`src/design/dgm_pkg.sv`:
```
`default_nettype none

package dgm_pkg;

    localparam int COL_W        = 11;
    localparam int ROW_W        = 11;
    localparam int DIM_W        = 12;
    localparam int SLOTS        = 8;
    localparam int SLOT_W       = 3;
    localparam int TAPS         = 5;
    localparam int SEL_W        = 3;
    localparam int KERNELS      = 4;
    localparam int QUEUE_DEPTH  = 4;
    localparam int WIDTH_LIMIT  = 2048;
    localparam int HEIGHT_LIMIT = 2048;
    localparam int WIDTH_RESET  = 1920;
    localparam int HEIGHT_RESET = 1080;
    localparam int MIN_DIM      = 3;

    localparam logic CFG_WIDTH  = 1'b0;
    localparam logic CFG_HEIGHT = 1'b1;

    localparam logic OP_PIXEL = 1'b0;
    localparam logic OP_DRAIN = 1'b1;

    typedef logic [SLOT_W-1:0]       slot_t;
    typedef logic signed [DIM_W+1:0] spos_t;
    typedef logic signed [4:0]       coef_t;

    typedef struct packed {
        logic                         wr;
        slot_t                        wr_slot;
        logic [COL_W-1:0]             col;
        logic                         fetch;
        logic [TAPS-1:0][SLOT_W-1:0]  row_slot;
        logic                         emit;
        logic [TAPS-1:0][SEL_W-1:0]   col_sel;
        logic [ROW_W-1:0]             orow;
        logic [COL_W-1:0]             ocol;
        logic                         last;
    } cmd_t;

    // 5x5 kernels, row major: horizontal, two diagonals, vertical
    localparam coef_t KERNEL [KERNELS][TAPS*TAPS] = '{
        '{ 0, 0, 0, 0, 0,   1, 3, 8, 3, 1,   0, 0, 0, 0, 0,  -1,-3,-8,-3,-1,   0, 0, 0, 0, 0 },
        '{ 0, 0, 1, 0, 0,   0, 8, 3, 0, 0,   1, 3, 0,-3,-1,   0, 0,-3,-8, 0,   0, 0,-1, 0, 0 },
        '{ 0, 0, 1, 0, 0,   0, 0, 3, 8, 0,  -1,-3, 0, 3, 1,   0,-8,-3, 0, 0,   0, 0,-1, 0, 0 },
        '{ 0, 1, 0,-1, 0,   0, 3, 0,-3, 0,   0, 8, 0,-8, 0,   0, 3, 0,-3, 0,   0, 1, 0,-1, 0 }
    };

    // reflect-101 border index
    function automatic logic [DIM_W-1:0] mirror(input spos_t p, input logic [DIM_W-1:0] n);
        spos_t q;
        spos_t m;
        m = spos_t'(n);
        q = (p < 0) ? -p : p;
        if (q >= m)
            q = (m <<< 1) - spos_t'(2) - q;
        if (q < 0)
            q = '0;
        if (q >= m)
            q = m - spos_t'(1);
        return q[DIM_W-1:0];
    endfunction

endpackage

`default_nettype wire

```
`src/design/dgm_queue.sv`:
```
`default_nettype none

module dgm_queue
    import dgm_pkg::*;
#(
    parameter int DATA_W = 8
)
(
    input  wire logic              clk,
    input  wire logic              rst_n,
    input  wire logic              push,
    input  wire logic [DATA_W-1:0] din,
    output logic                   full,
    input  wire logic              pop,
    output logic [DATA_W-1:0]      dout,
    output logic                   empty
);

    localparam int PW = $clog2(QUEUE_DEPTH);

    logic [DATA_W-1:0] buf_reg [QUEUE_DEPTH];
    logic [PW-1:0]     wr_ptr_reg, wr_ptr_next, rd_ptr_reg, rd_ptr_next;
    logic [PW:0]       count_reg, count_next;

    assign full  = (count_reg == (PW+1)'(QUEUE_DEPTH));
    assign empty = (count_reg == '0);
    assign dout  = buf_reg[rd_ptr_reg];

    always_comb
    begin
        wr_ptr_next = wr_ptr_reg;
        rd_ptr_next = rd_ptr_reg;
        count_next  = count_reg;
        if (push)
            wr_ptr_next = wr_ptr_reg + PW'(1);
        if (pop)
            rd_ptr_next = rd_ptr_reg + PW'(1);
        if (push && !pop)
            count_next = count_reg + (PW+1)'(1);
        else if (pop && !push)
            count_next = count_reg - (PW+1)'(1);
    end

    always_ff @(posedge clk)
    begin
        if (push)
            buf_reg[wr_ptr_reg] <= din;
    end

    always_ff @(posedge clk or negedge rst_n)
    begin
        if (!rst_n)
        begin
            wr_ptr_reg <= '0;
            rd_ptr_reg <= '0;
            count_reg  <= '0;
        end
        else
        begin
            wr_ptr_reg <= wr_ptr_next;
            rd_ptr_reg <= rd_ptr_next;
            count_reg  <= count_next;
        end
    end

    a_count_bound: assert property (@(posedge clk) disable iff (!rst_n)
        (count_reg <= (PW+1)'(QUEUE_DEPTH)) && !(push && full) && !(pop && empty))
        else $error("queue overflow or underflow");

endmodule

`default_nettype wire

```
`config.mk`:
```
export PLATFORM = sky130hd
export DESIGN_NAME = dgm_queue
export DESIGN_NICKNAME = d
export VERILOG_FILES = /design/src/design/dgm_pkg.sv /design/src/design/dgm_queue.sv
export SDC_FILE = /design/constraint.sdc
export NUM_CORES = 1
export LEC_CHECK = 0
export BUFFER_PORTS_ARGS = -buffer_cell sky130_fd_sc_hd__clkbuf_2
export CAP_MARGIN = 20
export CORE_MARGIN = 8
export CORE_UTILIZATION = 59
export CTS_CLUSTER_SIZE = 28
export DETAILED_ROUTE_END_ITERATION = 10
export PLACE_DENSITY = 0.82
export SLEW_MARGIN = 20
export SYNTH_ARGS = -nofsm -noshare
export SYNTH_HDL_FRONTEND = slang
export SYNTH_SLANG_ARGS = --single-unit
export TNS_END_PERCENT = 100
```
`constraint.sdc`:
```
create_clock -name clk -period 3.6 [get_ports clk]
set_input_delay 0.54 -clock clk [delete_from_list [all_inputs] [get_ports clk]]
set_output_delay 0.54 -clock clk [all_outputs]
set_load 0.02 [all_outputs]
```
# Yosys cells after proc, flatten, opt, wreduce, memory -nomap -nowiden
# Memory sizes are Yosys's and may differ from the RTL's.
# Index checks and enable logic that the tools add are counted.
dict set report word_totals {
  regBits 7
  latchBits 0
  mem_bits_rw 32
  romBits 0
  inputBits 12
  output_inout_bits 10
  word_cells 19
  n_memories 1
}
dict set report op_classes {
  addsub 4
  n_mul 0
  n_div 0
  n_lt_le_gt_ge 0
  eq_ne 1
  shift 0
  muxes 4
  bitwise 0
  n_reduce_logical 6
}
# name depth width rd rd_clocked_by_memory_dff wr line
set mem_list {}
lappend mem_list {buf_reg 4 8 1 0 1 dgm_queue.sv:21} ;# logic [DATA_W-1:0] buf_reg [QUEUE_DEPTH];
# operator n
set op_table {}
lappend op_table {{3-bit 2-to-1 mux} 2}
lappend op_table {{2-bit by 1-bit adder with 2-bit output, second input constant} 2}
lappend op_table {{3-bit by 1-bit adder with 3-bit output, second input constant} 1}
lappend op_table {{3-bit equality test, second input constant} 1}
lappend op_table {{3-bit zero test} 1}
lappend op_table {{3-bit by 1-bit subtractor with 3-bit output, second input constant} 1}
lappend op_table {{1-bit logical AND} 2}
lappend op_table {{1-bit zero test} 2}
lappend op_table {{1-bit 2-to-1 mux} 2}
lappend op_table {{2-bit nonzero test} 1}

# Longest topological paths before layout
dict set report depth {
  depth_word 4
  mapped_depth 7
  ltp_nobuf 7
}

# Worst setup path after synthesis
# OpenSTA, ideal clock, no wires.
dict set report synth_timing {
  kind {input port to flip-flop}
  from {input pop}
  to {register count_reg[2]}
  setup_ns 0.079
  t_arrival_ns 1.546
  required_ns 3.521
  setup_slack_ns 1.975
  cell_stages 7
  n_path_buf 0
  cell_sequence {inv_1 > ha_1 > inv_1 > fa_1 > xor2_1 > nor2_1 > xor2_1}
}
dict set report synth_between {
  elab_chain_len 3
  elab_cells_between_ends 5
  classes_between {mux (1); reduce/logical (4)}
}
# element line
set synth_rtl {}
lappend synth_rtl {{start: declaration} dgm_queue.sv:14} ;# input wire logic pop,
lappend synth_rtl {{1-bit zero test} dgm_queue.sv:38} ;# if (push && !pop)
lappend synth_rtl {{1-bit logical AND} dgm_queue.sv:38}
lappend synth_rtl {{3-bit 2-to-1 mux or 2-bit nonzero test (tied branches)} n/a}
lappend synth_rtl {{end signal: assignment} dgm_queue.sv:62} ;# count_reg <= count_next;
lappend synth_rtl {{end: declaration} dgm_queue.sv:23} ;# logic [PW:0] count_reg, count_next;
# Several ways; a longest one is shown, not always the timed one.
# A chain may end at the register's enable or synchronous reset.

# Worst setup path in the final report
dict set report layout_timing {
  from {register rd_ptr_reg[0]}
  to {output dout[3]}
}
dict set report layout_between {
  elab_chain_len 1
}
# element line
set layout_rtl {}
lappend layout_rtl {{start: declaration} dgm_queue.sv:22} ;# logic [PW-1:0] wr_ptr_reg, wr_ptr_next, rd_ptr_reg, rd_ptr_next;
lappend layout_rtl {{start signal: assignment} dgm_queue.sv:61} ;# rd_ptr_reg <= rd_ptr_next;
lappend layout_rtl {{memory read 4 x 8 bit} n/a}
lappend layout_rtl {{end: declaration} dgm_queue.sv:15} ;# output logic [DATA_W-1:0] dout,
# Every way passes these cells.

==> summary.md <==
| Metric | Value |
|---|---|
| Outcome | finished, final reports clean |
| HP Class | primary input to async pin |
| Pre-CTS setup slack | 1.586 ns |
| Post-synth net total | 94 |
| Via density | 5.368 |
| Maxcap violations | 0 |
| Vias in the first global route | 787 |
| Hpwl dp | 1663 µm |
| Crit Path Max Fanout | 10 |
| Placed cell count | 125 |
| Clock Root Buffer | clkbuf_4 |
| Minimum clock period | 2.350 ns |
| Syn Inst Count | 76 |
| Core region area | 2477 µm² |
| RSZ-0062 raised after global routing | no |
| Max-slew headroom | 62.45% |
| Synth Area in Compound Gates | 0.3234% |
| Final Skew | 0.01062 ns |
| Clk sinks | 39 |
| Nets | 120 |
| RD Place Congestion | 0.6519 |
| Pleak | 0.6740 nW |
| CTS tree | built |
| Worst Path Arrival | 1.81 ns |
| XOR/XNOR share of the synthesized area | 3.395% |
| CP top delay family | flip-flops |
| Die width | 67.22 µm |
| Global-route wire length before repair | 3939 µm |
| Row count | 18 |
| Worst hold slack | 0.01398 ns |
| ANT cells | 0 |
| Worst-path clk slew | 0.12 ns |
| Area grow syn2layout | 13.74% |
| Initial cell density of the core | 62.47% |
| Via count | 714 |
| Number of flip-flops in the largest register | 32 |
| Sequential-to-total area share from yosys stat | 73.40% |
| # Post-CTS Setup Buffers | 0 |
| Setup tns final | 0 ns |
| TritonCTS Buffers | 5 |
| CP Launch Type | register |
| Gr usage total | 12.24% |
| Post-route cell area | 1760 µm² |
| Max-slew violation count | 0 |
| Post-route setup slack | 1.250 ns |
| Detail Route Antenna Nets | 0 |
| Synth Warn # | 0 |
| I/O pin total | 22 |
| Cts hold-fix bufs | 0 |
| Max frequency | 425.6 MHz |
| Avg Cell Area, Syn | 20.36 µm² |
| DIE HEIGHT | 67.22 µm |
| Crit share post-route | 65.27% |
| Overflow after GRT | 0 |
| Clock latency on the worst-skew pair | 0.34 ns |
| Critical Path RT | 3.06 ns |
| Post-Synth Adder-Cell Area | 5.335% |
| Mapped cell area | 1548 µm² |
| Final setup viols | 0 |
| Hold Fails Final Rpt | 0 |
| Main combinational cell family by area after synthesis | multiplexers |
| Slowest stage cell, crit path | dfrtp_1 |
| CTS H-Tree Depth | 2 |
| Pre-Repair DR Iteration Count | 3 |
| DP Area | 1674 µm² |
| # fillers | 171 |
| Cell Chain, Critical Path | mux4_2, clkbuf_2 |
| Layout Cells excl Fill | 133 |
| Input/output buffers | 21 |
| Max rail drop VDD | 0.6768 mV |
| Iteration-0 DRC count of the detailed router | 21 |
| Synth unique cells | 17 |
| Die ar. | 4518 µm² |
| Critical Path End Type | primary output |
| Post-Route WL | 2352 µm |
| DRC viols | 0 |
| PostCTS Resize Cnt | 0 |
| PD cells | 804.6 nW/µm² |
| Clock Path Buffers | 2 |
| Post-Synth Simple-Gate Area | 3.153% |
| Largest net degree at the start of global routing | 13 |
| Worst path max stage delay | 0.72 ns |
| Register bit count reported by yosys | 39 |
| DR WL/cell | 17.68 µm |
| Initial antenna violation count | 0 |
| CP Buf/Inv Count | 1 |
| Worst Tran Pin Value | 0.5632 ns |
| Kind of critical path | register to primary output |
| Post-synthesis mux area share | 12.37% |
| Share of cells above drive strength 1 | 36.89% |
==> logic make-up after synthesis <==
group	count (synthesis)
adder cells (fa/ha/maj)	6
buffers and inverters	6
multiplexers	9
AO/OA/AOI/OAI	1
AND/OR/NAND/NOR	9
flip-flops	39
XOR/XNOR	6
==> through the flow <==
stage | total power, mW | utilization, %
2_1_floorplan | 1.015 | -
3_3_place_gp | 1.117 | 67.58
3_5_place_dp | 1.143 | 67.58
4_1_cts | 1.439 | 71.06
5_1_grt | 1.499 | 71.06
6_report | 1.416 | 71.06
==> layer usage <==
metal | up-vias | GRT usage, % | routed length [µm] | share of wire [%]
met5 | - | 0 | 0 | 0
met1 | 351 | 14.59 | 1002 | 43
met4 | 0 | 6.266 | 46 | 2.0
li1 | 342 | - | - | -
met2 | 17 | 18.76 | 1184 | 50
met3 | 4 | 5.132 | 120 | 5.1
==> worst reg2reg max path, stage by stage, from the launching register on <==
cell and delay, ns:
dfrtp_1 0.45, fa_1 0.45, xor2_1 0.17, nor2_1 0.12
xor2_1 0.15
==> Yosys cell counts <==
cell type,count,area [µm²]
mux2_2,1,11.26
fa_1,1,20.02
nand2_1,2,7.510
o21ai_0,1,5.000
inv_1,4,15.01
xor2_1,4,35.03
nor2_1,1,3.750
dfrtp_1,7,175.2
and2_1,4,25.02
mux4_2,8,180.2
edfxtp_1,32,960.9
buf_6,1,11.26
buf_2,1,5.000
ha_1,5,62.56
nor3_1,1,5.000
nor3b_1,1,7.510
xnor2_1,2,17.52
==> power breakdown <==
part / switching, mW / internal, mW
Clock: 0.137 / 0.164
Sequential: 0.0965 / 0.604
Combinational: 0.218 / 0.196
==> worst paths after layout <==
path | slack [ns] | start | depth (start not counted) | end
max | 1.25 | rd_ptr_reg[0]$_DFFE_PN0P_ | 2 | dout[3]
min | 0.01 | rst_n | 1 | rd_ptr_reg[0]$_DFFE_PN0P_
max reg2reg | 2.19 | count_reg[0]$_DFFE_PN0P_ | 4 | count_reg[2]$_DFFE_PN0P_
min reg2reg | 0.49 | count_reg[2]$_DFFE_PN0P_ | 1 | count_reg[2]$_DFFE_PN0P_
max in group asynchronous | 3.41 | rst_n | 1 | rd_ptr_reg[1]$_DFFE_PN0P_
min in group clk | 0.41 | din[6] | 1 | buf_reg[0][6]$_DFFE_PP_
==> cells in the final DEF (no fill, tap or decap), drive strengths merged <==
| cell type | n |
|---|---|
| mux4 | 8 |
| nor2 | 1 |
| nand2 | 2 |
| xor2 | 4 |
| inv | 4 |
| fa | 1 |
| and2 | 4 |
| nor3b | 1 |
| ha | 5 |
| mux2 | 1 |
| dfrtp | 7 |
| o21ai | 1 |
| edfxtp | 32 |
| nor3 | 1 |
| clkinv | 1 |
| clkbuf | 27 |
| xnor2 | 2 |
| bufinv | 1 |
==> area by class of cell <==
type / count / area (µm²) / share of cell area [%]
Clock buffer: 6 / 51.30 / 2.914
Clock inverter: 2 / 35.03 / 1.990
Inverter: 4 / 15.01 / 0.8529
Multi-Input combinational cell: 31 / 380.4 / 21.61
Sequential cell: 39 / 1136 / 64.53
Tap cell: 30 / 37.54 / 2.132
Timing Repair Buffer: 21 / 105.1 / 5.970
No activity file was read; power rests on OpenSTA's default activity.
